### config.mk
export PLATFORM = sky130hd
export DESIGN_NAME = stbs_queue
export DESIGN_NICKNAME = d
export VERILOG_FILES = /design/src/stbs_pkg.sv /design/src/stbs_queue.sv
export SDC_FILE = /design/constraint.sdc
export NUM_CORES = 1
export LEC_CHECK = 0
export BUFFER_PORTS_ARGS = -buffer_cell sky130_fd_sc_hd__clkbuf_2
export CAP_MARGIN = 20
export CORE_UTILIZATION = 50
export CTS_CLUSTER_DIAMETER = 200
export DETAILED_ROUTE_END_ITERATION = 8
export GPL_ROUTABILITY_DRIVEN = 0
export PLACE_DENSITY_LB_ADDON = 0.1
export SETUP_SLACK_MARGIN = 0.05
export SLEW_MARGIN = 20
export SYNTH_ARGS = -nofsm -noshare
export SYNTH_HDL_FRONTEND = slang
export SYNTH_SLANG_ARGS = --single-unit
### constraint.sdc
create_clock -name clk -period 3.3 [get_ports clk]
set_clock_uncertainty 0.05 [all_clocks]
set_input_delay 0.165 -clock clk [delete_from_list [all_inputs] [get_ports clk]]
set_output_delay 0.165 -clock clk [all_outputs]
set_load 0.01 [all_outputs]
### src/stbs_pkg.sv
// ----------------------------------------------------------------------------
// stbs_pkg
// Shared types and constants for the sorted table binary search block.
// ----------------------------------------------------------------------------
package stbs_pkg;

	localparam int IDX_W = 10;
	localparam int KEY_W = 32;
	localparam int CNT_W = 4;
	localparam int SUM_W = IDX_W + 2;
	localparam int DEFAULT_TABLE_DEPTH = 1024;

	localparam int QUEUE_DEPTH = 2;
	localparam int QUEUE_PTR_W = $clog2(QUEUE_DEPTH);
	localparam int QUEUE_CNT_W = $clog2(QUEUE_DEPTH + 1);

	localparam int PADDR_W = 3;
	localparam int PDATA_W = 32;

	localparam logic KIND_WRITE  = 1'b0;
	localparam logic KIND_SEARCH = 1'b1;

	localparam logic REG_WINDOW_FIRST = 1'b0;
	localparam logic REG_WINDOW_LAST  = 1'b1;

	localparam logic [IDX_W-1:0] WINDOW_FIRST_RESET = IDX_W'(0);
	localparam logic [IDX_W-1:0] WINDOW_LAST_RESET  = IDX_W'(1023);

	typedef struct packed {
		logic                    kind;
		logic [IDX_W-1:0]        entry_index;
		logic signed [KEY_W-1:0] key_value;
	} item_t;

	typedef struct packed {
		logic             found;
		logic [IDX_W-1:0] position;
		logic [CNT_W-1:0] probe_count;
	} result_t;

	typedef struct packed {
		logic                    is_search;
		logic [IDX_W-1:0]        index;
		logic signed [KEY_W-1:0] key;
	} cmd_t;

	typedef struct packed {
		logic [IDX_W-1:0] first;
		logic [IDX_W-1:0] last;
	} window_t;

	typedef enum logic [1:0] {
		ST_IDLE,
		ST_PROBE,
		ST_DONE
	} search_state_t;

endpackage

### src/stbs_queue.sv
// ----------------------------------------------------------------------------
// stbs_queue
// Short command queue between the front and the search engine.
// ----------------------------------------------------------------------------
module stbs_queue (
	input  logic           clk,
	input  logic           arst_n,
	input  logic           push,
	input  stbs_pkg::cmd_t  push_cmd,
	output logic           full,
	output logic           pop_valid,
	input  logic           pop,
	output stbs_pkg::cmd_t  pop_cmd
);
	import stbs_pkg::*;

	cmd_t                   entries_q [QUEUE_DEPTH];
	logic [QUEUE_PTR_W-1:0] wr_ptr_q;
	logic [QUEUE_PTR_W-1:0] rd_ptr_q;
	logic [QUEUE_CNT_W-1:0] count_q;
	logic                   do_pop;

	assign full      = (count_q == QUEUE_CNT_W'(QUEUE_DEPTH));
	assign pop_valid = (count_q != '0);
	assign do_pop    = pop && pop_valid;
	assign pop_cmd   = entries_q[rd_ptr_q];

	always_ff @(posedge clk or negedge arst_n) begin
		if (!arst_n) begin
			wr_ptr_q <= '0;
			rd_ptr_q <= '0;
			count_q  <= '0;
		end else begin
			if (push) begin
				wr_ptr_q <= wr_ptr_q + QUEUE_PTR_W'(1);
			end
			if (do_pop) begin
				rd_ptr_q <= rd_ptr_q + QUEUE_PTR_W'(1);
			end
			if (push && !do_pop) begin
				count_q <= count_q + QUEUE_CNT_W'(1);
			end else if (!push && do_pop) begin
				count_q <= count_q - QUEUE_CNT_W'(1);
			end
		end
	end

	always_ff @(posedge clk) begin
		if (push) begin
			entries_q[wr_ptr_q] <= push_cmd;
		end
	end

endmodule

==> results.tsv <==
stage	metric	value	unit
status	outcome	complete, no violations	
worst_setup_path	CP Buf/Inv Count	2	
sta	Max Clk Rate	458	MHz
min_path	hold path depth	3	
routing	metal2 WL	2.76	mm
synthesis	dominant cell type by area after synthesis	edfxtp_1	
sta	Setup TNS	0	ns
clock_network	clock sink count	90	
routing	drt total wl	5.48	mm
routing	1st-iter DRT viols	73	
place	number of I/O port buffers	91	
finish	# diodes	0	
sta	worst rel slew slack	54.3	%
clock_network	H-Tree Level Count	3	
sta	final-report max-slew violation count	0	
worst_setup_path	cell count along the critical path	3	
synthesis	most area-consuming cells after synthesis	edfxtp_1 (74%), mux2_4 (17%), dfrtp_1 (2.9%), buf_12 (2.3%), mux2_2 (1.3%)	
die	DIE HEIGHT	85.6	um
clock_network	Post-CTS Resized	0	
worst_setup_path	critical-path maximum fanout	18	
routing	Pre-antenna DRT Iters	4	
finish	Final Instance Count excl. Fillers	379	
worst_setup_path	critical path class	reg -> out	
routing	Antenna Nets Post-Route	0	
flow_run	Max-Cap Viols	0	
min_path	Hold WC Path Type	in -> reg	
sta	worst slew pin tran	0.684	ns
routing	max layer used	met4	
pwr	Pleak	1.91	nW
worst_setup_path	slowest cell on the critical path	dfrtp_2	
worst_setup_path	Worst R2R Path Depth	2	
synthesis	average size of a mapped cell	23.3	um2
place	post-detail-place hpwl	3.40	mm
worst_setup_path	critical path's largest stage delay	0.73	ns
routing	DRC violations left	0	
worst_setup_path	cell chain of the critical path	buf_4, mux2_2, clkbuf_2	
global_route	first-pass GRT wire length	8.32	mm
die	row cnt	30	
global_route	largest net degree at the start of global routing	44	
routing	WL met3	222	um
synthesis	Synth top area share	73.9	%
finish	nets	344	
finish	Layout area overhead	32.3	%
global_route	global-route usage over all layers	15.8	%
global_route	initial antenna violation count	0	
clock_network	maximum root-to-sink buffer count	2	
sta	fin crit share	66.1	%
sta	RSZ-0062 raised after global routing	no	
routing	met1 wire length	2.39	mm
pwr	worst vdd ir	455	uV
clock_network	Post-CTS Setup Bufs	0	
global_route	GR Overflow Total	0	
die	Core Box Area	6760	um2
clock_network	clock slew at reported path FFs	0.08	ns
clock_network	CTS root buf	clkbuf_8	
sta	setup violators final	0	
global_route	vias in the first global route	1791	
synthesis	Seq/Total Area, Yosys	76.8	%
synthesis	Post-Synthesis Cells	150	
finish	most common cell after layout, fill and taps aside	clkbuf_2	
synthesis	Yosys reg bits	90	
worst_setup_path	Critical Path AT	1.97	ns
synthesis	Synth Warn #	0	
worst_setup_path	CP required	3.08	ns
place	Inst Count DP	320	
synthesis	mapped cell area	3490	um2
worst_setup_path	Largest delay share family, worst path	flip-flops	
synthesis	syn_nets	198	
clock_network	CTS tree	yes	
finish	layout cells sized above 1	51.2	%
finish	most frequent cells in the layout	clkbuf_2 (91), edfxtp_1 (86), dlygate4sd3_1 (45), mux2_4 (39), clkbuf_8 (9)	
clock_network	worst skew pair latency	0.34	ns
worst_setup_path	endpoint class of the critical path	output pin	
die	I/O pin cnt	92	
pwr	Power Density	749	nW/um2
die	Die W	85.6	um
clock_network	total CTS buffers	9	
routing	vias per std cell	4.79	
die	Initial Utilization	51.7	%
worst_setup_path	CP Launch Type	flip-flop	
sta	Final Hold Vio Count	0	
sta	Tmin final	2.18	ns
synthesis	post-synth cell types	14	
die	full die area	7320	um2
routing	per-cell routed wire length	14.5	um
routing	vias	1814	
stage by stage:
stage,hold WS [ns],power (mW),utilization (%),setup WS (ns),area (um2)
floorplan,-0.181,2.52,-,0.477,3490
global placement,-0.0716,2.78,59.2,1.46,4000
detailed placement,-0.0717,2.80,59.2,1.45,4000
CTS,0.0301,3.51,68.4,1.05,4620
global route,0.0679,3.63,68.4,1.02,4620
finish,0.0550,3.46,68.4,1.12,4620
power breakdown:
group / switching [mW] / internal, mW / leakage [nW]
sequential: 0.122 / 1.52 / 0.853
combinational: 0.521 / 0.629 / 0.968
clock: 0.338 / 0.334 / 0.0898
total: 0.980 / 2.48 / 1.91
worst reg2reg max path: stages, from the launching register on:
cell and delay, ns:
dfrtp_1 0.43, nor2b_4 0.58, buf_4 0.33
kinds of logic (layout without fill, tap and decap cells):
group | count (synthesis) | in the layout | share of synthesized area (%)
xor gates and xnor gates | 5 | 5 | 1.25
adders and majority gates | 1 | 1 | 0.358
buffers and inverters | 5 | 154 | 2.61
DFF | 90 | 90 | 76.8
muxes | 43 | 43 | 18.1
and+or+nand+nor | 6 | 6 | 0.931
metal layers:
metal / vias up / global-route usage [%]
met4: 0 / 10.3
met2: 59 / 25.8
met3: 12 / 3.27
met5: - / 0
li1: 874 / -
met1: 869 / 19.2
flip-flops by register name (all words and copies together) (netlist names):
name and count:
count_q 2, entries_q 86, rd_ptr_q 1, wr_ptr_q 1
timing repair:
| action | 4_1_cts | 5_1_grt |
|---|---|---|
| endpoints found under the setup margin | 0 | 0 |
| hold buffers | 45 | 0 |
| hold endpoints to repair | 91 | 0 |
cell type report:
type,count,area [um2]
Sequential cell,90,2680
Tap cell,80,100
Timing Repair Buffer,140,936
Fill cell,457,2140
Multi-Input combinational cell,55,729
Clock inverter,5,47.5
Clock buffer,9,124
synthesized netlist by cell type:
cell	number
buf_12	4
mux2_4	39
edfxtp_1	86
and2_1	1
mux2_2	4
xor2_1	3
nand2_1	1
dfrtp_1	4
buf_6	1
nor2b_1	2
or2_1	1
nor2_1	1
ha_1	1
xnor2_1	2
final timing paths:
check | startpoint | end | slack, ns
max in group asynchronous | arst_n | rd_ptr_q | 2.96
max | rd_ptr_q | pop_cmd[27] | 1.12
min in group asynchronous | arst_n | count_q[1] | 0.11
max reg2reg | wr_ptr_q | entries_q[0][1] | 1.61
min reg2reg | count_q[1] | count_q[1] | 0.44
min | pop | rd_ptr_q | 0.06
No activity file was read; power rests on OpenSTA's default activity.
